**src/rtl/mmcg_pkg.sv**
```systemverilog
// ----------------------------------------------------------------------------
// mmcg_pkg
// Shared types, method codes and per-byte check functions for the
// multi-method check code generator.
// ----------------------------------------------------------------------------
package mmcg_pkg;

    localparam logic [2:0] METH_PARITY   = 3'd0;
    localparam logic [2:0] METH_PARITY2D = 3'd1;
    localparam logic [2:0] METH_CRC16    = 3'd2;
    localparam logic [2:0] METH_INET     = 3'd3;
    localparam logic [2:0] METH_HAMMING  = 3'd4;

    localparam logic [2:0]  METH_RESET = METH_CRC16;
    localparam logic [15:0] CRC_INIT   = 16'hFFFF;
    localparam logic [15:0] CRC_POLY   = 16'h1021;
    localparam logic [6:0]  CELLS      = 7'd64;

    typedef struct packed {
        logic [7:0] data_byte;
        logic       last_byte;
    } t_byte;

    typedef struct packed {
        logic [15:0] check_value;
        logic        end_of_message;
    } t_result;

    function automatic logic byte_parity(input logic [7:0] d);
        byte_parity = ^d;
    endfunction

    // msb-first crc over one byte, eight shift steps
    function automatic logic [15:0] crc_byte(input logic [15:0] crc, input logic [7:0] d);
        logic [15:0] c;
        c = crc ^ {d, 8'h00};
        for (int i = 0; i < 8; i++) begin
            if (c[15]) begin
                c = {c[14:0], 1'b0} ^ CRC_POLY;
            end else begin
                c = {c[14:0], 1'b0};
            end
        end
        crc_byte = c;
    endfunction

    // ones-complement add with end-around carry
    function automatic logic [15:0] oc_add(input logic [15:0] a, input logic [15:0] b);
        logic [16:0] s;
        s = {1'b0, a} + {1'b0, b};
        oc_add = s[15:0] + {15'd0, s[16]};
    endfunction

    function automatic logic [11:0] hamming_word(input logic [7:0] d);
        logic b1, b2, b4, b8;
        b1 = d[7] ^ d[6] ^ d[4] ^ d[3] ^ d[1];
        b2 = d[7] ^ d[5] ^ d[4] ^ d[2] ^ d[1];
        b4 = d[6] ^ d[5] ^ d[4] ^ d[0];
        b8 = d[3] ^ d[2] ^ d[1] ^ d[0];
        hamming_word = {b1, b2, d[7], b4, d[6], d[5], d[4], b8, d[3], d[2], d[1], d[0]};
    endfunction

    // toggles from space padding of cells n..63; a space has odd parity,
    // full rows pad evenly so only the partial row and column counts matter
    function automatic logic [15:0] pad_mask(input logic [6:0] n);
        logic [7:0] rows;
        logic [7:0] cols;
        logic [2:0] q;
        logic [2:0] m;
        logic       full_odd;
        rows     = 8'd0;
        cols     = 8'd0;
        q        = n[5:3];
        m        = n[2:0];
        full_odd = ~q[0];
        if (n < CELLS) begin
            rows[3'd7 - q] = m[0];
            for (int c = 0; c < 8; c++) begin
                cols[7 - c] = full_odd ^ (3'(c) >= m);
            end
        end
        pad_mask = {rows, cols};
    endfunction

endpackage

```
**src/rtl/mmcg_if.sv**
```systemverilog
// ----------------------------------------------------------------------------
// mmcg channel interfaces
// Valid/ready channels for message bytes in and check words out.
// ----------------------------------------------------------------------------
interface mmcg_byte_if;
    logic       valid;
    logic       ready;
    logic [7:0] data_byte;
    logic       last_byte;

    modport source (output valid, output data_byte, output last_byte, input ready);
    modport sink   (input valid, input data_byte, input last_byte, output ready);
endinterface

interface mmcg_result_if;
    logic        valid;
    logic        ready;
    logic [15:0] check_value;
    logic        end_of_message;

    modport source (output valid, output check_value, output end_of_message, input ready);
    modport sink   (input valid, input check_value, input end_of_message, output ready);
endinterface

```
**src/rtl/mmcg_core.sv**
```systemverilog
// ----------------------------------------------------------------------------
// mmcg_core
// Method register and message accumulators; computes the result for one
// registered byte and updates all accumulators in parallel.
// ----------------------------------------------------------------------------
module mmcg_core (
    input  logic              i_clk,
    input  logic              i_rst_n,
    input  logic              i_cfg_we,
    input  logic [2:0]        i_cfg_data,
    input  logic              i_fire,
    input  mmcg_pkg::t_byte   i_byte,
    output logic              o_res_valid,
    output mmcg_pkg::t_result o_res
);

    logic [2:0]  r_method;
    logic [15:0] r_crc,  n_crc;
    logic [15:0] r_sum,  n_sum;
    logic [7:0]  r_held, n_held;
    logic        r_pend, n_pend;
    logic        r_par,  n_par;
    logic [7:0]  r_row,  n_row;
    logic [7:0]  r_col,  n_col;
    logic [6:0]  r_seen, n_seen;

    logic        p;
    logic [15:0] pad;
    logic [15:0] sum_fin;
    logic [15:0] value;
    logic        res_valid;

    always_comb begin
        p      = mmcg_pkg::byte_parity(i_byte.data_byte);
        n_par  = r_par ^ p;
        n_row  = r_row;
        n_col  = r_col;
        n_seen = r_seen;
        if (r_seen < mmcg_pkg::CELLS) begin
            n_row[3'd7 - r_seen[5:3]] = r_row[3'd7 - r_seen[5:3]] ^ p;
            n_col[3'd7 - r_seen[2:0]] = r_col[3'd7 - r_seen[2:0]] ^ p;
            n_seen = r_seen + 7'd1;
        end
        n_crc = mmcg_pkg::crc_byte(r_crc, i_byte.data_byte);
        if (r_pend) begin
            n_sum  = mmcg_pkg::oc_add(r_sum, {r_held, i_byte.data_byte});
            n_held = 8'd0;
            n_pend = 1'b0;
        end else begin
            n_sum  = r_sum;
            n_held = i_byte.data_byte;
            n_pend = 1'b1;
        end
        pad     = mmcg_pkg::pad_mask(n_seen);
        // odd length: pending high byte goes in as the top half of a word
        sum_fin = n_pend ? mmcg_pkg::oc_add(n_sum, {n_held, 8'h00}) : n_sum;

        case (r_method)
            mmcg_pkg::METH_PARITY:   value = {15'd0, n_par};
            mmcg_pkg::METH_PARITY2D: value = {n_row, n_col} ^ pad;
            mmcg_pkg::METH_CRC16:    value = n_crc;
            mmcg_pkg::METH_INET:     value = ~sum_fin;
            mmcg_pkg::METH_HAMMING:  value = {4'd0, mmcg_pkg::hamming_word(i_byte.data_byte)};
            default:                 value = 16'd0;
        endcase

        res_valid = (r_method == mmcg_pkg::METH_HAMMING) ||
                    (i_byte.last_byte && (r_method inside {[mmcg_pkg::METH_PARITY :
                                                             mmcg_pkg::METH_INET]}));
    end

    assign o_res_valid          = res_valid;
    assign o_res.check_value    = value;
    assign o_res.end_of_message = i_byte.last_byte;

    always_ff @(posedge i_clk) begin
        if (!i_rst_n) begin
            r_method <= mmcg_pkg::METH_RESET;
        end else if (i_cfg_we) begin
            r_method <= i_cfg_data;
        end
    end

    always_ff @(posedge i_clk) begin
        if (!i_rst_n || (i_fire && i_byte.last_byte)) begin
            r_crc  <= mmcg_pkg::CRC_INIT;
            r_sum  <= 16'd0;
            r_held <= 8'd0;
            r_pend <= 1'b0;
            r_par  <= 1'b0;
            r_row  <= 8'd0;
            r_col  <= 8'd0;
            r_seen <= 7'd0;
        end else if (i_fire) begin
            r_crc  <= n_crc;
            r_sum  <= n_sum;
            r_held <= n_held;
            r_pend <= n_pend;
            r_par  <= n_par;
            r_row  <= n_row;
            r_col  <= n_col;
            r_seen <= n_seen;
        end
    end

    a_clear_after_last: assert property (@(posedge i_clk) disable iff (!i_rst_n)
        (i_fire && i_byte.last_byte) |=> (r_crc == mmcg_pkg::CRC_INIT && r_seen == 7'd0
                                          && !r_pend))
        else $error("accumulators not cleared after final byte");

    a_seen_bound: assert property (@(posedge i_clk) disable iff (!i_rst_n)
        r_seen <= mmcg_pkg::CELLS)
        else $error("byte count beyond matrix size");

    a_held_zero: assert property (@(posedge i_clk) disable iff (!i_rst_n)
        !r_pend |-> (r_held == 8'd0))
        else $error("held byte set with no half word pending");

endmodule

```
**src/rtl/multi_method_check_code_generator.sv**
```systemverilog
// ----------------------------------------------------------------------------
// multi_method_check_code_generator
// Byte-stream check code generator: parity, 8x8 2D parity, CRC-16,
// Internet checksum or per-byte Hamming(12,8).
// ----------------------------------------------------------------------------
// usage
//   i_byte carries one message byte per word with a last-byte mark. o_result
//   carries check words: for parity, 2D parity, crc and checksum one word on
//   the final byte only; for hamming one word per byte. i_cfg_we/i_cfg_data
//   set the method; the user must see that they are written only while the
//   block is idle, as the block itself does not enforce it. a byte from i_byte
//   passes the input register and then the result register. throughput:
//   one byte per cycle unless o_result stalls, set by the accumulator
//   update between the two registers; bytes with no word pass both stages.
//   reset: method returns to crc16, all accumulators return to their start
//   values and both stages empty; accumulators also restart after each
//   final byte. a stall on o_result holds the result register and the input
//   register; i_byte.ready drops once both are full.
// ----------------------------------------------------------------------------
module multi_method_check_code_generator (
    input  logic                 i_clk,
    input  logic                 i_rst_n,
    input  logic                 i_cfg_we,
    input  logic [2:0]           i_cfg_data,
    mmcg_byte_if.sink            i_byte,
    mmcg_result_if.source        o_result
);

    logic              r_s1_valid;
    mmcg_pkg::t_byte   r_s1;
    logic              r_out_valid;
    mmcg_pkg::t_result r_out;

    logic              s1_fire;
    logic              in_fire;
    logic              core_valid;
    mmcg_pkg::t_result core_res;

    assign s1_fire = r_s1_valid && (!r_out_valid || o_result.ready);
    assign in_fire = i_byte.valid && i_byte.ready;

    assign i_byte.ready            = !r_s1_valid || s1_fire;
    assign o_result.valid          = r_out_valid;
    assign o_result.check_value    = r_out.check_value;
    assign o_result.end_of_message = r_out.end_of_message;

    mmcg_core u_core (
        .i_clk      (i_clk),
        .i_rst_n    (i_rst_n),
        .i_cfg_we   (i_cfg_we),
        .i_cfg_data (i_cfg_data),
        .i_fire     (s1_fire),
        .i_byte     (r_s1),
        .o_res_valid(core_valid),
        .o_res      (core_res)
    );

    always_ff @(posedge i_clk) begin
        if (!i_rst_n) begin
            r_s1_valid <= 1'b0;
        end else if (in_fire) begin
            r_s1_valid <= 1'b1;
        end else if (s1_fire) begin
            r_s1_valid <= 1'b0;
        end
    end

    always_ff @(posedge i_clk) begin
        if (in_fire) begin
            r_s1.data_byte <= i_byte.data_byte;
            r_s1.last_byte <= i_byte.last_byte;
        end
    end

    always_ff @(posedge i_clk) begin
        if (!i_rst_n) begin
            r_out_valid <= 1'b0;
        end else if (s1_fire) begin
            r_out_valid <= core_valid;
        end else if (o_result.ready) begin
            r_out_valid <= 1'b0;
        end
    end

    always_ff @(posedge i_clk) begin
        if (s1_fire && core_valid) begin
            r_out <= core_res;
        end
    end

    a_no_overwrite: assert property (@(posedge i_clk) disable iff (!i_rst_n)
        (r_out_valid && !o_result.ready) |-> !s1_fire)
        else $error("result word overwritten while stalled");

    a_stage_empty_after_reset: assert property (@(posedge i_clk)
        !i_rst_n |=> (!r_out_valid && !r_s1_valid))
        else $error("pipeline not empty after reset");

    a_valid_held_on_stall: assert property (@(posedge i_clk) disable iff (!i_rst_n)
        (r_out_valid && !o_result.ready) |=> r_out_valid)
        else $error("result word dropped while stalled");

endmodule
```
**src/flat_wrapper.sv**
```systemverilog
// flat-port wrapper written by rule: the top's interface ports become plain ports
module multi_method_check_code_generator_flat 
  (i_clk, i_rst_n, i_cfg_we, i_cfg_data, i_byte_valid, i_byte_data_byte, i_byte_last_byte, i_byte_ready, o_result_valid, o_result_check_value, o_result_end_of_message, o_result_ready);
  mmcg_byte_if i_byte_i ();
  mmcg_result_if o_result_i ();
  input  logic i_clk;
  input  logic i_rst_n;
  input  logic i_cfg_we;
  input  logic [2:0] i_cfg_data;
  input wire logic [$bits(i_byte_i.valid)-1:0] i_byte_valid;
  input wire logic [$bits(i_byte_i.data_byte)-1:0] i_byte_data_byte;
  input wire logic [$bits(i_byte_i.last_byte)-1:0] i_byte_last_byte;
  output wire logic [$bits(i_byte_i.ready)-1:0] i_byte_ready;
  output wire logic [$bits(o_result_i.valid)-1:0] o_result_valid;
  output wire logic [$bits(o_result_i.check_value)-1:0] o_result_check_value;
  output wire logic [$bits(o_result_i.end_of_message)-1:0] o_result_end_of_message;
  input wire logic [$bits(o_result_i.ready)-1:0] o_result_ready;
  assign i_byte_i.valid = i_byte_valid;
  assign i_byte_i.data_byte = i_byte_data_byte;
  assign i_byte_i.last_byte = i_byte_last_byte;
  assign i_byte_ready = i_byte_i.ready;
  assign o_result_valid = o_result_i.valid;
  assign o_result_check_value = o_result_i.check_value;
  assign o_result_end_of_message = o_result_i.end_of_message;
  assign o_result_i.ready = o_result_ready;
  multi_method_check_code_generator u_core (.i_clk(i_clk), .i_rst_n(i_rst_n), .i_cfg_we(i_cfg_we), .i_cfg_data(i_cfg_data), .i_byte(i_byte_i), .o_result(o_result_i));
endmodule
```
**config.mk**
```make
export PLATFORM = sky130hd
export DESIGN_NAME = multi_method_check_code_generator_flat
export DESIGN_NICKNAME = d
export VERILOG_FILES = /design/src/rtl/mmcg_pkg.sv /design/src/rtl/mmcg_if.sv /design/src/rtl/mmcg_core.sv /design/src/rtl/multi_method_check_code_generator.sv /design/src/flat_wrapper.sv
export SDC_FILE = /design/constraint.sdc
export NUM_CORES = 1
export LEC_CHECK = 0
export ABC_CLOCK_PERIOD_IN_PS = 8400
export BUFFER_PORTS_ARGS = -buffer_cell sky130_fd_sc_hd__clkbuf_2
export CAP_MARGIN = 5
export CORE_AREA = 5 5 114 116
export CTS_BUF_LIST = sky130_fd_sc_hd__clkbuf_8
export DETAILED_ROUTE_END_ITERATION = 8
export DIE_AREA = 0 0 119 121
export GPL_ROUTABILITY_DRIVEN = 1
export GPL_TIMING_DRIVEN = 0
export PLACE_DENSITY = 0.88
export SYNTH_ARGS = -nofsm -noshare
export SYNTH_HDL_FRONTEND = slang
export SYNTH_SLANG_ARGS = --single-unit
```
**constraint.sdc**
```tcl
create_clock -name i_clk -period 8.4 [get_ports i_clk]
set_input_delay 2.1 -clock i_clk [delete_from_list [all_inputs] [get_ports i_clk]]
set_output_delay 2.1 -clock i_clk [all_outputs]
set_load 0.05 [all_outputs]
```
# [Word level (Yosys, flattened, before mapping)]
# Cells that the tools add are included.
[classes] multipliers=0 n_reduce_logical=20 n_div=0 magnitude_cmp=18 add_sub_neg=8 n_mux=34 bitwise=38 n_eq_ne=4 n_shift=0
[ops] op="$mux 13" n=8
[ops] op="$pmux 16 s5" n=1
[ops] op="$mux 8" n=5
[ops] op="$add 16x16->17" n=2
[ops] op="$add 16x1->16" n=2
[ops] op="$mux 16" n=2
[ops] op="$xor 16x16->16" n=2
[ops] op="$xor 1x1->1" n=25
[ops] op="$not 3->3" n=8
[ops] op="$bwmux 8" n=2
[ops] op="$not 16->16" n=1
[ops] op="$lt 7x7->1 const B" n=2
[ops] op="$ge 3x1->1 const B" n=4
[ops] op="$ge 3x3->1 const A" n=4
[ops] op="$lt 3x4->1 const B" n=3
[ops] op="$mux 1" n=10
[ops] op="$demux 1 s3" n=3
[ops] op="$logic_and 1x1->1" n=9
[ops] op="$sub 3x3->3 const A" n=3
[ops] op="$and 8x8->8" n=1
[ops] op="$reduce_xor 8->1" n=1
[ops] op="$add 7x1->7 const B" n=1
[ops] op="$mux 7" n=1
[ops] op="$bmux 1 s3" n=2
[ops] op="11 further kinds" n=20
[word_totals] ff_bits=96 romBits=0 ramBits=0 memories=0 input_bits=17 latch_bits=0

# [Logic depth before layout (Yosys ltp)]
# Gate-level depths: netlist (run 1).
[logic_depth] depth_word=18 mapped_depth=35 mapped_depth_nobuf=34

# [Cells and area by module]
# Synthesis (run 1) repeated with hierarchy kept, for this count alone.
[hier_totals] hier_cells=869 hier_area_um2=7236.9
[by_module_without_submodules] mod="mmcg_core" n_inst=1 area_each_um2=6343.6 cells_each=830
[by_module_without_submodules] mod="multi_method_check_code_generator" n_inst=1 area_each_um2=893.4 cells_each=39

# [Least setup slack after synthesis (run 1)]
# No wires, ideal clock.
[synth_path] path_kind="reg2reg" from="reg u_core.r_s1[1] (netlist bit)" to="reg u_core.r_out (netlist bit u_core.o_result.check_value[14]) (data pin)" t_required_ns=8.139 setup_slack_ns=2.070 path_stages_with_launch=35 arrival_time_ns=6.069 path_cell_list="edfxtp_1 -> ha_1 -> fa_1 -> a21o_2 -> a221o_1 -> a2111o_1 -> a21o_1 -> a21oi_1 -> nor2_1 -> o21ai_0 -> nand2b_1 -> ha_1 -> ha_1 -> nand2_1 -> or3_1 -> buf_2 -> nor2_1 -> xor2_1 -> nand2_1 -> o21a_1 -> ha_1 -> inv_1 -> fa_1 -> nor2b_1 -> o31a_1 -> o21ai_0 -> a21boi_0 -> o21ai_0 -> nand2b_1 -> ha_1 -> ha_1 -> and2_2 -> nand4b_1 -> xor2_1 -> a221o_1"
[synth_lines] element="from (decl)" line="multi_method_check_code_generator.sv:30" rtl="mmcg_pkg::t_byte r_s1;"
[synth_lines] element="to (signal assigned)" line="multi_method_check_code_generator.sv:87" rtl="r_out <= core_res;"
[synth_lines] element="to (decl)" line="multi_method_check_code_generator.sv:32" rtl="mmcg_pkg::t_result r_out;"

==> impl_metrics.py, run 1 <==
metrics = {
    "critical_path": {
        "crit_type": "flip-flop to flip-flop",
        "r2r_start": "u_core.r_s1[1]",
        "regToRegEndpoint": "u_core.o_result.check_value[4]",
        "ff2ff_path_depth": 34,
        "crit_path_max_fanout": 6,
        "start_kind": "flip-flop",
        "crit_slowest_cell": "edfxtp_1",
        "cp.required_ps": 8530,
        "path_common_cell": "ha_1",
        "r2r_slack_ps": 780,
        "path_delay_family": "compound AO/OA/AOI/OAI gates",
        "critPathBufInv": 2,
        "crit_arrival_ps": 7750,
        "worstSetupEndpointType": "flip-flop",
        "critPathMaxStageDelay_ps": 550,
    },
    "clocking": {
        "hold_buffers": 0,
        "htree_levels": 3,
        "cts_buffer_depth": 2,
        "tritoncts": "done",
        "cts_root_buf": "clkbuf_8",
        "cts_buffers": 9,
        "cts-resized-gates": 0,
        "cts_num_sinks": 96,
        "clk_latency_ps": 390,
        "post_cts_buffers": 0,
        "clk_pin_slew_ps": 100,
    },
    "logic_synthesis": {
        "synth_area_um2": 6930,
        "ys_seq_area_share_pct": 31.5,
        "netlist_instances": 830,
        "yosys.area.top_type_share_pct": 20.2,
        "yosysTopAreaCell": "dfxtp_1",
        "yosys-top-cells-area": "dfxtp_1 20%, edfxtp_1 11%, xnor2_1 8.6%",
        "syn_avg_cell_area_um2": 8.35,
        "postSynthRegisterBits": 96,
        "synth-edff-count": 26,
        "synth-async-reset-ratio_pct": 0,
        "synth_top_flop_cell": "dfxtp_1",
        "syn_nets": 878,
        "synth_warnings": 0,
        "ys_types": 81,
    },
    "final_layout": {
        "final_common_cell": "nand2_1",
        "syn2layout_area_growth_pct": 8.45,
        "fin_cells": 1029,
        "num_antenna_cells": 0,
        "n_fill_cell": 949,
        "layout_common_cells": "102 x nand2_1, 85 x nor2_1, 70 x dfxtp_1",
        "final_util_pct": 63.7,
        "drive_gt1_share_pct": 10.2,
        "layout.nets": 925,
    },
    "grt": {
        "grt_pass1_vias": 6237,
        "track_usage_pct": 27.5,
        "grt_overflow": 0,
        "antenna_found_initial": 0,
        "grt_max_degree": 17,
        "grt_first_pass_wirelength_um": 31500,
    },
    "place": {
        "routabilityCongestion": 1.04,
        "dp_hpwl_um": 14700,
        "io_buffers": 35,
        "place_inst": 1013,
    },
    "hold_path": {
        "holdPathStages": 2,
        "hp-start": "u_core.u_core.r_held[7]",
        "worstHoldEndpoint": "u_core.u_core.r_held[7]",
        "hold_class": "flip-flop to flip-flop",
    },
    "die": {
        "die_w_um": 119,
        "pin_count": 36,
        "row_count": 40,
        "dieArea_um2": 14400,
        "die_h_um": 121,
        "start_util_pct": 58.7,
        "fp.coreArea_um2": 11800,
    },
    "power_and_ir_drop": {
        "max-vdd-ir-drop_mv": 0.131,
        "power_density_nw_per_um2": 159,
        "leakage_nw": 2.84,
        "p_total_mw": 1.20,
    },
    "timing": {
        "relSlewSlack_pct": 26.0,
        "hold_violations": 0,
        "finalMaxSlewViolations": 0,
        "skew_ps": 10.3,
        "worst_slew_pin_slew_ps": 1110,
        "timing.fmax_mhz": 131,
        "rsz0062_at_grt": "no",
        "min_period_ps": 7620,
        "period_share_pct": 90.8,
        "whs_ps": 464,
        "finalSetupViolCount": 0,
        "setup_tns_ps": 0,
    },
    "route": {
        "vias": 6479,
        "drc": 0,
        "post_drt_wl_per_cell_um": 19.0,
        "vias_per_cell": 6.30,
        "drtAntennaViolNets": 0,
        "drt_iter0_markers": 654,
        "dr.pass1.iters": 7,
        "wl_um": 19600,
    },
    "outcome": {
        "status": "finished, final reports clean",
    },
    "flow_run": {
        "drv_cap": 0,
    },
}
-- per-layer routing --
metal,track usage [%],wire length [µm],part of all wire (%),vias up
li1,-,-,-,3070
met1,32.9,7820,40,3010
met2,45.5,9190,47,325
met3,6.11,1590,8.1,74
met4,15.7,963,4.9,0
met5,0,0,0,-
-- cell type report --
cell class | count | area [µm²] | share of cell area [%]
inverters | 14 | 52.6 | 0.699
flip-flops and latches | 96 | 2180 | 29.0
plain buffers | 46 | 193 | 2.56
multi-input cells | 674 | 4510 | 60.0
well taps | 147 | 184 | 2.45
clock buffers | 9 | 124 | 1.65
repair buffers | 36 | 203 | 2.70
clock inverters | 7 | 72.6 | 0.965
-- flip-flops by register name, summed over array words and instances (netlist names) --
register and flops:
u_core.o_result.valid 1, u_core.o_result.end_of_message 1, u_core.o_result.check_value 16, u_core.r_s1 9, u_core.u_core.r_held 8, u_core.u_core.r_sum 16
u_core.u_core.r_crc 16, u_core.u_core.r_par 1, u_core.u_core.r_row 8, u_core.u_core.r_method 3, u_core.u_core.r_seen 7, u_core.r_s1_valid 1
u_core.u_core.r_pend 1, u_core.u_core.r_col 8
-- where the power goes --
part	internal, mW	switching [mW]	leakage [nW]
Sequential	0.502	0.0209	0.816
Clock	0.138	0.175	0.101
Combinational	0.131	0.232	1.93
-- cell families (layout without fill, tap and decap cells) --
family / count (synthesis) / in the layout / synth area share (%)
simple gates: 332 / 332 / 23.1
buf+inv: 60 / 112 / 3.54
compound gates: 177 / 177 / 17.3
mux: 33 / 33 / 5.58
fa+ha+maj: 31 / 31 / 5.81
xor+xnor: 101 / 101 / 13.2
flops: 96 / 96 / 31.5
-- worst register-to-register path: cells and delay by family (launching register included) --
| family | cells | cell delay, ps |
|---|---|---|
| adders and majority gates | 8 | 2260 |
| buffers and inverters | 2 | 210 |
| AOI/OAI and AO/OA | 13 | 2960 |
| DFF | 1 | 550 |
| xor gates and xnor gates | 2 | 320 |
| and+or+nand+nor | 9 | 1070 |
-- cell usage after synthesis, types with 3 or more instances --
master / n
nand2_1: 102
and3_1: 7
nor4b_1: 4
mux2_2: 5
xor2_1: 31
o21a_1: 7
a21oi_1: 57
buf_2: 4
a221o_1: 3
ha_1: 29
or2_2: 5
a21o_1: 6
nor3b_1: 4
a221oi_1: 4
o221ai_1: 4
buf_1: 6
inv_1: 14
nor3_1: 30
and2_1: 3
nand4_1: 13
edfxtp_1: 26
nor4_1: 8
a31oi_1: 10
nand3_1: 21
dfxtp_1: 70
mux2i_1: 24
mux4_2: 4
a22oi_1: 4
xnor2_1: 68
nand2b_1: 13
o21bai_1: 3
nor2_1: 86
a311oi_1: 3
o211ai_1: 12
clkbuf_1: 33
a222oi_1: 4
o21ai_0: 27
nor2b_1: 17
nand4b_1: 3
or3_1: 3
a211oi_1: 3
-- worst max path at each step --
stage	from	endpoint	slack, ps	depth (start not counted)
after floorplan	u_core.r_s1[1]	u_core.o_result.check_value[14]	2070	34
after global placement	u_core.r_s1[1]	u_core.o_result.check_value[4]	1010	34
after detailed placement	u_core.r_s1[1]	u_core.o_result.check_value[4]	980	34
after CTS	u_core.r_s1[1]	u_core.o_result.check_value[4]	950	34
after global routing	u_core.r_s1[1]	u_core.o_result.check_value[4]	480	34
final	u_core.r_s1[1]	u_core.o_result.check_value[4]	780	34
-- per-stage QoR --
stage / instance area, µm² / worst slack [ps]
2_1_floorplan: 6930 / 2070
3_3_place_gp: 7290 / 1010
3_5_place_dp: 7320 / 981
4_1_cts: 7520 / 953
5_1_grt: 7520 / 485
6_report: 7520 / 776
Power figures use the tool's default switching activity.
==> inputs of run 2 (changes only) <==
--- a/config.mk
+++ b/config.mk
@@ -5,16 +5,17 @@
 export SDC_FILE = /design/constraint.sdc
 export NUM_CORES = 1
 export LEC_CHECK = 0
+export ABC_AREA = 1
 export ABC_CLOCK_PERIOD_IN_PS = 8400
 export BUFFER_PORTS_ARGS = -buffer_cell sky130_fd_sc_hd__clkbuf_2
 export CAP_MARGIN = 5
-export CORE_AREA = 5 5 114 116
+export CORE_AREA = 5 5 142 144
 export CTS_BUF_LIST = sky130_fd_sc_hd__clkbuf_8
 export DETAILED_ROUTE_END_ITERATION = 8
-export DIE_AREA = 0 0 119 121
+export DIE_AREA = 0 0 147 149
 export GPL_ROUTABILITY_DRIVEN = 1
 export GPL_TIMING_DRIVEN = 0
-export PLACE_DENSITY = 0.88
+export PLACE_DENSITY = 0.66
 export SYNTH_ARGS = -nofsm -noshare
 export SYNTH_HDL_FRONTEND = slang
 export SYNTH_SLANG_ARGS = --single-unit
==> run 2 against run 1 <==
Area after synthesis up 5.7%; synthesized cell count up 36%; first-iteration DRC count up 19%; combinational power up 25%; sequential cell count unchanged; register-to-register slack better by 500 ps; global-route usage down 6.2 points; utilization down 21 points; clock-buffer cell count unchanged; sequential share of layout area down 1.8 points; via count up 18%; critical path type unchanged; largest cell class unchanged; largest power group unchanged; highest routed layer unchanged.
==> impl_metrics.py, run 2 <==
metrics = {
    "power_and_ir_drop": {
        "leakage_nw": 3.68,
        "max-vdd-ir-drop_mv": 0.147,
        "power_density_nw_per_um2": 161,
    },
    "place": {
        "dp_hpwl_um": 18200,
        "routabilityCongestion": 0.967,
        "io_buffers": 35,
        "place_inst": 1400,
    },
    "grt": {
        "grt_overflow": 0,
        "grt_max_degree": 19,
        "grt_first_pass_wirelength_um": 37100,
        "track_usage_pct": 21.3,
        "antenna_found_initial": 0,
        "grt_pass1_vias": 7204,
    },
    "clocking": {
        "clk_latency_ps": 400,
        "cts_root_buf": "clkbuf_8",
        "cts_buffer_depth": 2,
        "post_cts_buffers": 0,
        "tritoncts": "done",
        "htree_levels": 3,
        "clk_pin_slew_ps": 100,
        "cts_num_sinks": 96,
        "cts_buffers": 9,
        "hold_buffers": 0,
        "cts-resized-gates": 0,
    },
    "logic_synthesis": {
        "ys_seq_area_share_pct": 29.8,
        "synthTopCellsByCount": "288 x nand2_1, 154 x inv_1, 105 x a21oi_1, 97 x nand3_1, 88 x o21ai_0",
        "syn_avg_cell_area_um2": 6.48,
        "ys_types": 46,
        "synth_most_common_cell": "nand2_1",
        "yosysTopAreaCell": "dfxtp_1",
        "syn_nets": 1178,
        "synth_warnings": 0,
        "postSynthRegisterBits": 96,
        "yosys-top-cells-area": "dfxtp_1 19%, nand2_1 15%, edfxtp_1 11%",
        "synth-async-reset-ratio_pct": 0,
        "synth_top_flop_cell": "dfxtp_1",
        "yosys.area.top_type_share_pct": 19.1,
        "netlist_instances": 1130,
        "synth_area_um2": 7330,
        "synth-edff-count": 26,
    },
    "critical_path": {
        "crit_path_max_fanout": 6,
        "critPathMaxStageDelay_ps": 570,
        "start_kind": "flip-flop",
        "cp.required_ps": 8660,
        "crit_arrival_ps": 7390,
        "worstSetupEndpointType": "flip-flop",
        "path_common_cell": "nand2_1",
        "r2r_start": "u_core.r_s1[5]",
        "crit_slowest_cell": "edfxtp_1",
        "cp-startpoint": "u_core.r_s1[5]",
        "crit_type": "flip-flop to flip-flop",
    },
    "final_layout": {
        "num_antenna_cells": 0,
        "layout.nets": 1225,
        "fin_cells": 1416,
        "register_area_um2": 2180,
        "final_common_cell": "nand2_1",
        "multiInputGateArea_um2": 4420,
        "n_fill_cell": 1971,
        "layout_common_cells": "288 x nand2_1, 154 x inv_1, 104 x a21oi_1",
        "syn2layout_area_growth_pct": 9.34,
        "drive_gt1_share_pct": 7.87,
    },
    "route": {
        "dr.pass1.iters": 7,
        "post_drt_wl_per_cell_um": 16.2,
        "wl_um": 23000,
        "vias_per_cell": 5.38,
        "vias": 7613,
        "drc": 0,
        "drt_iter0_markers": 778,
        "drtAntennaViolNets": 0,
    },
    "flow_run": {
        "drv_cap": 0,
    },
    "die": {
        "fp.coreArea_um2": 18600,
        "die_h_um": 149,
        "die_w_um": 147,
        "dieArea_um2": 21900,
        "start_util_pct": 39.4,
        "row_count": 50,
        "pin_count": 36,
    },
    "timing": {
        "worst_slew_pin_slew_ps": 981,
        "timing.fmax_mhz": 140,
        "relSlewSlack_pct": 34.1,
        "hold_violations": 0,
        "finalMaxSlewViolations": 0,
        "setup_tns_ps": 0,
        "min_period_ps": 7120,
        "finalSetupViolCount": 0,
        "rsz0062_at_grt": "no",
        "period_share_pct": 84.8,
        "skew_ps": 17.7,
    },
    "outcome": {
        "status": "finished, final reports clean",
    },
    "hold_path": {
        "hp-start": "u_core.u_core.r_held[3]",
        "hold_class": "flip-flop to flip-flop",
    },
}
-- run 2: stage by stage --
| stage | power [mW] | utilization [%] | setup WS, ps | area, µm² | hold slack, ps |
|---|---|---|---|---|---|
| after CTS | 1.29 | 43.1 | 1380 | 8010 | 476 |
| after floorplan | 0.861 | - | 2880 | 7330 | 445 |
| after detailed placement | 0.984 | 42.1 | 1430 | 7830 | 461 |
| after global placement | 0.979 | 41.9 | 1510 | 7790 | 454 |
| after global routing | 1.37 | 43.1 | 533 | 8010 | 517 |
| final | 1.29 | 43.1 | 1280 | 8010 | 477 |
-- run 2: metal layers --
layer  GRT usage [%]  wire [µm]  share of wire (%)  vias to the layer above
met1            29.8      10500                 45                     3463
met5               0          0                  0                        -
met2            33.1       9920                 43                      296
met4            4.94        478                2.1                        0
met3            5.32       2140                9.3                       41
li1                -          -                  -                     3813
-- run 2: final timing paths --
| check | endpoint | slack, ps | cells after the start |
|---|---|---|---|
| worst min-delay path | u_core.u_core.r_held[3] | 480 | 2 |
| worst max register to register | u_core.o_result.check_value[8] | 1280 | 43 |
| worst max-delay path | u_core.o_result.check_value[8] | 1280 | 43 |
| worst min register to register | u_core.u_core.r_held[3] | 480 | 2 |
-- run 2: kinds of logic after synthesis --
group / share of synthesized area [%]
and+or+nand+nor: 30.3
AOI/OAI and AO/OA: 18.0
buffers and inverters: 9.92
DFF: 29.8
xor gates and xnor gates: 6.29
adders and majority gates: 5.50
muxes: 0.137
-- run 2: cell type report --
class / instances / share of cell area [%]
Buffer: 32 / 1.72
Clock buffer: 9 / 1.55
Clock inverter: 7 / 0.765
Inverter: 157 / 7.36
Multi-Input combinational cell: 845 / 55.2
Sequential cell: 96 / 27.2
Tap cell: 234 / 3.66
Timing Repair Buffer: 36 / 2.53
-- run 2: where the power goes --
group / total [mW] / switching (mW) / internal [mW] / leakage, nW
Clock: 0.303 / 0.189 / 0.114 / 0.0940
Sequential: 0.532 / 0.0234 / 0.509 / 0.821
Combinational: 0.452 / 0.311 / 0.141 / 2.77
Total: 1.29 / 0.523 / 0.764 / 3.68
-- run 2: critical path: cells and delay by family (launching register included) --
family                     cells  cell delay [ps]
AOI/OAI and AO/OA              8             1450
xor gates and xnor gates       1               90
adders and majority gates      7             1830
buffers and inverters          5              310
DFF                            1              570
and+or+nand+nor               22             2760
